$ cat config.mk
export PLATFORM = sky130hd
export DESIGN_NAME = q4_nibble_dot_product_core
export DESIGN_NICKNAME = d
export VERILOG_FILES = /design/src/rtl/q4dp_pkg.sv /design/src/rtl/q4dp_fifo.sv /design/src/rtl/q4dp_front.sv /design/src/rtl/q4dp_back.sv /design/src/rtl/q4_nibble_dot_product_core.sv
export SDC_FILE = /design/constraint.sdc
export NUM_CORES = 2
export LEC_CHECK = 0
export BUFFER_PORTS_ARGS = -buffer_cell sky130_fd_sc_hd__buf_2
export CORE_UTILIZATION = 50
export DETAILED_ROUTE_END_ITERATION = 10
export GPL_ROUTABILITY_DRIVEN = 0
export HOLD_SLACK_MARGIN = 0.12
export PLACE_DENSITY = 0.66
export SLEW_MARGIN = 10
export SYNTH_ARGS = -nofsm -noshare
export SYNTH_HDL_FRONTEND = slang
export SYNTH_SLANG_ARGS = --single-unit
$ cat constraint.sdc
create_clock -name clk_i -period 13.7 [get_ports clk_i]
set_clock_uncertainty 0.15 [all_clocks]
set_input_delay 2.74 -clock clk_i [delete_from_list [all_inputs] [get_ports clk_i]]
set_output_delay 2.74 -clock clk_i [all_outputs]
set_load 0.05 [all_outputs]
$ cat src/rtl/q4dp_pkg.sv
// Shared types and constants for the Q4 nibble dot product core.
// No dependencies.
`timescale 1ns / 1ps
`default_nettype none

package q4dp_pkg;

  localparam int unsigned ACT_W   = 16;
  localparam int unsigned PROD_W  = 20;
  localparam int unsigned SUM_W   = 36;
  localparam int unsigned SCALE_W = 16;
  localparam int unsigned RES_W   = 48;
  localparam int unsigned SHIFT   = 12;
  localparam int unsigned MUL_W   = SUM_W + SCALE_W;

  localparam logic [4:0] NIBBLE_BIAS = 5'd8;
  localparam logic signed [SCALE_W-1:0] SCALE_RESET = 16'sd4096;

  typedef struct packed {
    logic signed [PROD_W-1:0] prod_lo;
    logic signed [PROD_W-1:0] prod_hi;
    logic                     last;
  } item_t;

endpackage

`default_nettype wire

$ cat src/rtl/q4dp_fifo.sv
// Small register-based FIFO used between front, back and result ports.
// No dependencies.
`timescale 1ns / 1ps
`default_nettype none

module q4dp_fifo #(
  parameter int unsigned WIDTH = 8,
  parameter int unsigned DEPTH = 4
) (
  input  wire logic             clk_i,
  input  wire logic             rst_ni,
  input  wire logic             push_i,
  input  wire logic [WIDTH-1:0] data_i,
  output      logic             full_o,
  input  wire logic             pop_i,
  output      logic [WIDTH-1:0] data_o,
  output      logic             empty_o
);

  localparam int unsigned PTR_W = (DEPTH > 1) ? $clog2(DEPTH) : 1;
  localparam int unsigned CNT_W = $clog2(DEPTH + 1);
  localparam logic [PTR_W-1:0] LAST_PTR = PTR_W'(DEPTH - 1);
  localparam logic [CNT_W-1:0] FULL_CNT = CNT_W'(DEPTH);

  logic [WIDTH-1:0] mem_q [DEPTH];
  logic [PTR_W-1:0] wr_ptr_q, wr_ptr_d, rd_ptr_q, rd_ptr_d;
  logic [CNT_W-1:0] cnt_q, cnt_d;
  logic             wr_en, rd_en;

  assign full_o  = (cnt_q == FULL_CNT);
  assign empty_o = (cnt_q == '0);
  assign wr_en   = push_i && !full_o;
  assign rd_en   = pop_i && !empty_o;
  assign data_o  = mem_q[rd_ptr_q];

  always_comb begin
    wr_ptr_d = wr_ptr_q;
    rd_ptr_d = rd_ptr_q;
    cnt_d    = cnt_q;
    if (wr_en) begin
      wr_ptr_d = (wr_ptr_q == LAST_PTR) ? '0 : wr_ptr_q + 1'b1;
    end
    if (rd_en) begin
      rd_ptr_d = (rd_ptr_q == LAST_PTR) ? '0 : rd_ptr_q + 1'b1;
    end
    if (wr_en && !rd_en) begin
      cnt_d = cnt_q + 1'b1;
    end else if (rd_en && !wr_en) begin
      cnt_d = cnt_q - 1'b1;
    end
  end

  always_ff @(posedge clk_i or negedge rst_ni) begin
    if (!rst_ni) begin
      wr_ptr_q <= '0;
      rd_ptr_q <= '0;
      cnt_q    <= '0;
    end else begin
      wr_ptr_q <= wr_ptr_d;
      rd_ptr_q <= rd_ptr_d;
      cnt_q    <= cnt_d;
    end
  end

  always_ff @(posedge clk_i) begin
    if (wr_en) begin
      mem_q[wr_ptr_q] <= data_i;
    end
  end

endmodule

`default_nettype wire

$ cat src/rtl/q4dp_front.sv
// Front end: centers the nibbles, forms both products and queues them.
// Depends on q4dp_pkg and q4dp_fifo.
`timescale 1ns / 1ps
`default_nettype none

module q4dp_front #(
  parameter int unsigned DEPTH = 4
) (
  input  wire logic                                clk_i,
  input  wire logic                                rst_ni,
  input  wire logic                                push_i,
  output      logic                                full_o,
  input  wire logic [7:0]                          weight_byte_i,
  input  wire logic signed [q4dp_pkg::ACT_W-1:0]   act_first_i,
  input  wire logic signed [q4dp_pkg::ACT_W-1:0]   act_second_i,
  input  wire logic                                second_used_i,
  input  wire logic                                last_item_i,
  input  wire logic                                pop_i,
  output      q4dp_pkg::item_t                     item_o,
  output      logic                                empty_o
);

  logic signed [4:0]                     w_lo, w_hi;
  logic signed [q4dp_pkg::PROD_W-1:0]    full_lo, full_hi;
  q4dp_pkg::item_t                       item_in;
  logic [$bits(q4dp_pkg::item_t)-1:0]    item_out;

  assign w_lo    = $signed({1'b0, weight_byte_i[3:0]} - q4dp_pkg::NIBBLE_BIAS);
  assign w_hi    = $signed({1'b0, weight_byte_i[7:4]} - q4dp_pkg::NIBBLE_BIAS);
  assign full_lo = w_lo * act_first_i;
  assign full_hi = w_hi * act_second_i;

  always_comb begin
    item_in.prod_lo = full_lo;
    item_in.prod_hi = second_used_i ? full_hi : '0;
    item_in.last    = last_item_i;
  end

  q4dp_fifo #(
    .WIDTH($bits(q4dp_pkg::item_t)),
    .DEPTH(DEPTH)
  ) u_item_q (
    .clk_i  (clk_i),
    .rst_ni (rst_ni),
    .push_i (push_i),
    .data_i (item_in),
    .full_o (full_o),
    .pop_i  (pop_i),
    .data_o (item_out),
    .empty_o(empty_o)
  );

  assign item_o = q4dp_pkg::item_t'(item_out);

endmodule

`default_nettype wire

$ cat src/rtl/q4dp_back.sv
// Back end: saturating accumulation, final scaling and result queue.
// Depends on q4dp_pkg and q4dp_fifo.
`timescale 1ns / 1ps
`default_nettype none

module q4dp_back #(
  parameter int unsigned DEPTH = 4
) (
  input  wire logic                                 clk_i,
  input  wire logic                                 rst_ni,
  input  wire q4dp_pkg::item_t                      item_i,
  input  wire logic                                 item_empty_i,
  output      logic                                 item_pop_o,
  input  wire logic                                 scale_we_i,
  input  wire logic [q4dp_pkg::SCALE_W-1:0]         scale_i,
  input  wire logic                                 pop_i,
  output      logic                                 empty_o,
  output      logic signed [q4dp_pkg::RES_W-1:0]    dot_result_o
);

  localparam int unsigned SW = q4dp_pkg::SUM_W;
  localparam int unsigned MW = q4dp_pkg::MUL_W;
  localparam int unsigned RW = q4dp_pkg::RES_W;
  localparam int unsigned KEEP_W = MW - q4dp_pkg::SHIFT;

  logic signed [SW-1:0]                    run_q, run_d;
  logic signed [SW-1:0]                    fin_q;
  logic                                    fin_vld_q, fin_vld_d;
  logic signed [q4dp_pkg::SCALE_W-1:0]     scale_q;
  logic signed [SW:0]                      add1, add2;
  logic signed [SW-1:0]                    sat1, sat2;
  logic signed [MW-1:0]                    prod;
  logic signed [RW-1:0]                    res;
  logic                                    res_full, res_push, fin_free, take;
  logic [RW-1:0]                           res_out;

  function automatic logic signed [SW-1:0] sat_sum(input logic signed [SW:0] v);
    if (v[SW] != v[SW-1]) begin
      sat_sum = v[SW] ? {1'b1, {(SW-1){1'b0}}} : {1'b0, {(SW-1){1'b1}}};
    end else begin
      sat_sum = v[SW-1:0];
    end
  endfunction

  assign add1 = {run_q[SW-1], run_q} + (SW+1)'(item_i.prod_lo);
  assign sat1 = sat_sum(add1);
  assign add2 = {sat1[SW-1], sat1} + (SW+1)'(item_i.prod_hi);
  assign sat2 = sat_sum(add2);

  assign res_push   = fin_vld_q;
  assign fin_free   = !fin_vld_q || !res_full;
  assign item_pop_o = !item_empty_i && (!item_i.last || fin_free);
  assign take       = item_pop_o;

  always_comb begin
    run_d     = run_q;
    fin_vld_d = fin_vld_q && res_full;
    if (take) begin
      if (item_i.last) begin
        run_d     = '0;
        fin_vld_d = 1'b1;
      end else begin
        run_d = sat2;
      end
    end
  end

  always_ff @(posedge clk_i or negedge rst_ni) begin
    if (!rst_ni) begin
      run_q     <= '0;
      fin_vld_q <= 1'b0;
      scale_q   <= q4dp_pkg::SCALE_RESET;
    end else begin
      run_q     <= run_d;
      fin_vld_q <= fin_vld_d;
      if (scale_we_i) begin
        scale_q <= $signed(scale_i);
      end
    end
  end

  always_ff @(posedge clk_i) begin
    if (take && item_i.last) begin
      fin_q <= sat2;
    end
  end

  // Product shifted right by 12 is at most 40 bits, so no output clamp is needed.
  assign prod = fin_q * scale_q;
  assign res  = RW'(prod[MW-1:q4dp_pkg::SHIFT]) | {{(RW-KEEP_W){prod[MW-1]}}, {KEEP_W{1'b0}}};

  q4dp_fifo #(
    .WIDTH(RW),
    .DEPTH(DEPTH)
  ) u_res_q (
    .clk_i  (clk_i),
    .rst_ni (rst_ni),
    .push_i (res_push),
    .data_i (res),
    .full_o (res_full),
    .pop_i  (pop_i),
    .data_o (res_out),
    .empty_o(empty_o)
  );

  assign dot_result_o = $signed(res_out);

endmodule

`default_nettype wire

$ cat src/rtl/q4_nibble_dot_product_core.sv
// Result path: a last item's sum is registered in fin_q, then pushed into the result queue.
// Throughput: one item per cycle; each item is one transfer of the input queue.
// A last item waits while a full result queue still holds back the previous sum.
// Reset: all queues empty, running sum zero, weight_scale back to 4096 (1.0).
// Top level; depends on q4dp_pkg, q4dp_fifo, q4dp_front and q4dp_back.
`timescale 1ns / 1ps
`default_nettype none

module q4_nibble_dot_product_core #(
  parameter int unsigned QUEUE_DEPTH = 4
) (
  input  wire logic                                clk_i,
  input  wire logic                                rst_ni,
  input  wire logic                                push,
  output      logic                                full,
  input  wire logic [7:0]                          weight_byte_i,
  input  wire logic signed [q4dp_pkg::ACT_W-1:0]   act_first_i,
  input  wire logic signed [q4dp_pkg::ACT_W-1:0]   act_second_i,
  input  wire logic                                second_used_i,
  input  wire logic                                last_item_i,
  output      logic                                empty,
  input  wire logic                                pop,
  output      logic signed [q4dp_pkg::RES_W-1:0]   dot_result_o,
  input  wire logic                                cfg_valid_i,
  output      logic                                cfg_ready_o,
  input  wire logic [q4dp_pkg::SCALE_W-1:0]        cfg_data_i
);

  q4dp_pkg::item_t item;
  logic            item_empty, item_pop;

  assign cfg_ready_o = 1'b1;

  q4dp_front #(
    .DEPTH(QUEUE_DEPTH)
  ) u_front (
    .clk_i        (clk_i),
    .rst_ni       (rst_ni),
    .push_i       (push),
    .full_o       (full),
    .weight_byte_i(weight_byte_i),
    .act_first_i  (act_first_i),
    .act_second_i (act_second_i),
    .second_used_i(second_used_i),
    .last_item_i  (last_item_i),
    .pop_i        (item_pop),
    .item_o       (item),
    .empty_o      (item_empty)
  );

  q4dp_back #(
    .DEPTH(QUEUE_DEPTH)
  ) u_back (
    .clk_i       (clk_i),
    .rst_ni      (rst_ni),
    .item_i      (item),
    .item_empty_i(item_empty),
    .item_pop_o  (item_pop),
    .scale_we_i  (cfg_valid_i && cfg_ready_o),
    .scale_i     (cfg_data_i),
    .pop_i       (pop),
    .empty_o     (empty),
    .dot_result_o(dot_result_o)
  );

endmodule

`default_nettype wire

==> impl_metrics.csv <==
group,metric,value,unit
drt,drtPass1Iterations,5,
layout,final_nets,5079,
synth,syn_avg_cell_area,10.79,sq um
clock_tree,post_cts.repair.setup_buffers,0,
clock_tree,cts_resized,0,
die,core,0.08716,sq mm
synth,ys_seq_area_share,28.27,%
setup_path,rrSetupSlack,4250,ps
setup_path,crit_path_end_kind,"register",
synth,yosys.area_share.simple,12.45,%
synth,synth-seq-cells,427,
synth,yosys.area_share.adder,37.21,%
synth,synth_edf_count,360,
sta,fmaxAchievable,0.1058,GHz
synth,synth_compound_area_share,6.597,%
drt,wl_met1,41.56,mm
clock_tree,cts_tree,"done",
clock_tree,clock-sinks,427,
die,die_x,299.2,um
grt,grt_pass1_wl,164.6,mm
synth,synth_top_family_by_area,"adder cells",
drt,top_layer_used,"met5",
layout,syn_to_final_growth,7.050,%
grt,first_global_vias,31040,
clock_tree,path_clk_slew,60,ps
grt,overflow,0,
drt,drt-total-wl,99.55,mm
synth,async_reset_ff_share,15.69,%
layout,layout_common_cells,"inv_1 (717), fa_1 (641), nand2_1 (496)",
run,cap_violations,0,
synth,synth_area,0.04417,sq mm
setup_path,crit_arrival,9760,ps
clock_tree,cts-htree-levels,2,
sta,worst_slack,4248,ps
drt,vias,28930,
die,rows,108,
setup_path,critPathKind,"reg2reg",
sta,worst_pin_slew,1225,ps
placement,io_buffers,112,
setup_path,cpMostUsedCell,"a21oi_1",
clock_tree,ctsHoldBuffers,0,
sta,report.final.slew_viol_count,0,
drt,wl_met3,5.703,mm
drt,vias_per_cell,5.463,
grt,grt_max_degree,56,
layout,multi_input_area,0.02828,sq mm
outcome,run_status,"finished clean",
die,start_util,50.68,%
layout,final_common_cell,"inv_1",
placement,hpwl,75.28,mm
setup_path,worstSetupStartpointType,"register",
layout,regArea,0.01250,sq mm
synth,synth-main-ff-cell,"edfxtp_1",
layout,final_design_area_no_fill,0.04729,sq mm
synth,yosysWarnings,0,
sta,final.setup.tns,0,ps
synth,synthCells,4092,
grt,antenna_found_initial,2,
die,die_h,299.2,um
sta,grt_setup_unrepaired,"false",
die,pin_count,114,
layout,drive_gt1_share,9.662,%
setup_path,path_max_fanout,30,
setup_path,max_stage_delay,750,ps
setup_path,critPathRequiredTime,14010,ps
layout,n_fill_cell,7612,
synth,syn_nets,5069,
setup_path,cpLargestDelayFamily,"compound AO/OA/AOI/OAI gates",
sta,maxSlewHeadroom,16.23,%
placement,placed_cell_area,0.04567,sq mm
clock_tree,cts_made_buffers,46,
clock_tree,ctsLongestPathBuffers,3,
sta,setup_viol,0,
grt,grt.total_usage,23.24,%
clock_tree,root_buffer,"clkbuf_16",
drt,wl_met2,49.11,mm
sta,hold_viol,0,
synth,synth_xor_area_share,3.036,%
synth,synthMuxAreaShare,4.660,%
drt,postRouteAntennaNets,0,
setup_path,cp_slowest_cell,"nand2_1",
drt,drc,0,
sta,fin_crit,9452,ps
clock_tree,clk_latency,630,ps
sta,post-route-period-util,68.99,%
layout,post-route-util,54.25,%
placement,post-place-ws,4349,ps
setup_path,cp.buffers_inverters,2,
synth,netlist-cell-type-count,86,
drt,drt_iter0_markers,1872,
worst_hold_path,hold_path.class,"reg2reg",
die,die-area,0.08954,sq mm
drt,wl_per_cell,18.80,um
-- cell families (layout without fill, tap and decap cells) --
logic type | count (synthesis) | in the layout
xor+xnor | 151 | 151
other cells | 1 | 2
mux | 102 | 102
compound gates | 445 | 445
flops | 427 | 427
simple gates | 1141 | 1141
buf+inv | 892 | 940
fa+ha+maj | 933 | 933
-- registers in the layout, indices dropped and copies added (netlist names), 2 cells and up --
name / cells
u_back.u_res_q.cnt_q: 3
u_front.u_item_q.rd_ptr_q: 2
u_front.u_item_q.wr_ptr_q: 2
u_back.u_res_q.wr_ptr_q: 2
u_back.u_res_q.rd_ptr_q: 2
u_back.fin_q: 36
u_back.u_res_q.mem_q: 160
u_front.u_item_q.cnt_q: 3
u_back.run_q: 36
u_front.u_item_q.mem_q: 164
u_back.scale_q: 16
-- synth_stat cells (7+ instances only) --
library cell / instances / area share (%)
a211o_1: 7 / 0.14
a211oi_1: 10 / 0.17
a21o_1: 64 / 1.1
a21oi_1: 140 / 1.6
a221o_1: 10 / 0.23
a22o_1: 7 / 0.14
a31oi_1: 8 / 0.11
and2_1: 284 / 4.0
and3_1: 20 / 0.28
buf_1: 15 / 0.13
buf_2: 8 / 0.091
buf_4: 13 / 0.22
clkbuf_1: 135 / 1.1
dfrtp_1: 66 / 3.7
edfxtp_1: 360 / 24
fa_1: 641 / 29
ha_1: 273 / 7.7
inv_1: 717 / 6.1
maj3_1: 19 / 0.43
mux2_2: 19 / 0.48
mux4_2: 81 / 4.1
nand2_1: 496 / 4.2
nand2b_1: 23 / 0.33
nand3_1: 36 / 0.41
nand4_1: 15 / 0.21
nor2_1: 146 / 1.2
nor2_2: 8 / 0.11
nor2b_1: 20 / 0.28
nor3_1: 30 / 0.34
o211ai_1: 9 / 0.15
o21a_1: 12 / 0.20
o21ai_0: 73 / 0.83
o21ai_1: 19 / 0.22
o21bai_1: 19 / 0.32
o31a_1: 7 / 0.14
or2_2: 37 / 0.52
xnor2_1: 98 / 1.9
xor2_1: 52 / 1.0
-- final cells by class --
cell class | instances | area share (%)
multi-input combinational | 2773 | 59.82
tap | 1155 | 3.056
clock buffer | 58 | 2.617
antenna | 1 | 0.005292
inverter | 718 | 5.699
timing repair buffer | 136 | 1.572
clock inverter | 28 | 0.7912
sequential | 427 | 26.44
-- stage by stage --
step / cells / hold WS [ps]
finish: 5296 / 349.8
global route: 5295 / 381.9
CTS: 5295 / 349.3
detailed placement: 5209 / 339.6
global placement: 5209 / 325.5
floorplan: 4092 / 306.0
-- path summary, 6_finish.rpt --
kind	startpoint	depth (start not counted)	to
worst max-delay path	u_front.u_item_q.rd_ptr_q[0]$_DFFE_PN0P_	27	u_back.run_q[34]$_DFFE_PN0P_
worst min-delay path	u_front.u_item_q.cnt_q[2]$_DFFE_PN0P_	1	u_front.u_item_q.cnt_q[2]$_DFFE_PN0P_
worst max register to register	u_front.u_item_q.rd_ptr_q[0]$_DFFE_PN0P_	27	u_back.run_q[34]$_DFFE_PN0P_
worst min register to register	u_front.u_item_q.cnt_q[2]$_DFFE_PN0P_	1	u_front.u_item_q.cnt_q[2]$_DFFE_PN0P_
max in group asynchronous	rst_ni	2	u_back.scale_q[3]$_DFFE_PN0P_
min in group asynchronous	rst_ni	1	u_back.u_res_q.wr_ptr_q[0]$_DFFE_PN0P_
-- layer usage --
| metal | global-route usage, % | up-vias |
|---|---|---|
| met5 | 0 | - |
| met4 | 7.106 | 4 |
| met3 | 3.138 | 180 |
| met2 | 40.16 | 788 |
| met1 | 30.44 | 14790 |
| li1 | - | 13170 |
Power is not shown: default switching activity piles up to over one toggle a cycle in this logic, so the estimate is an artifact.
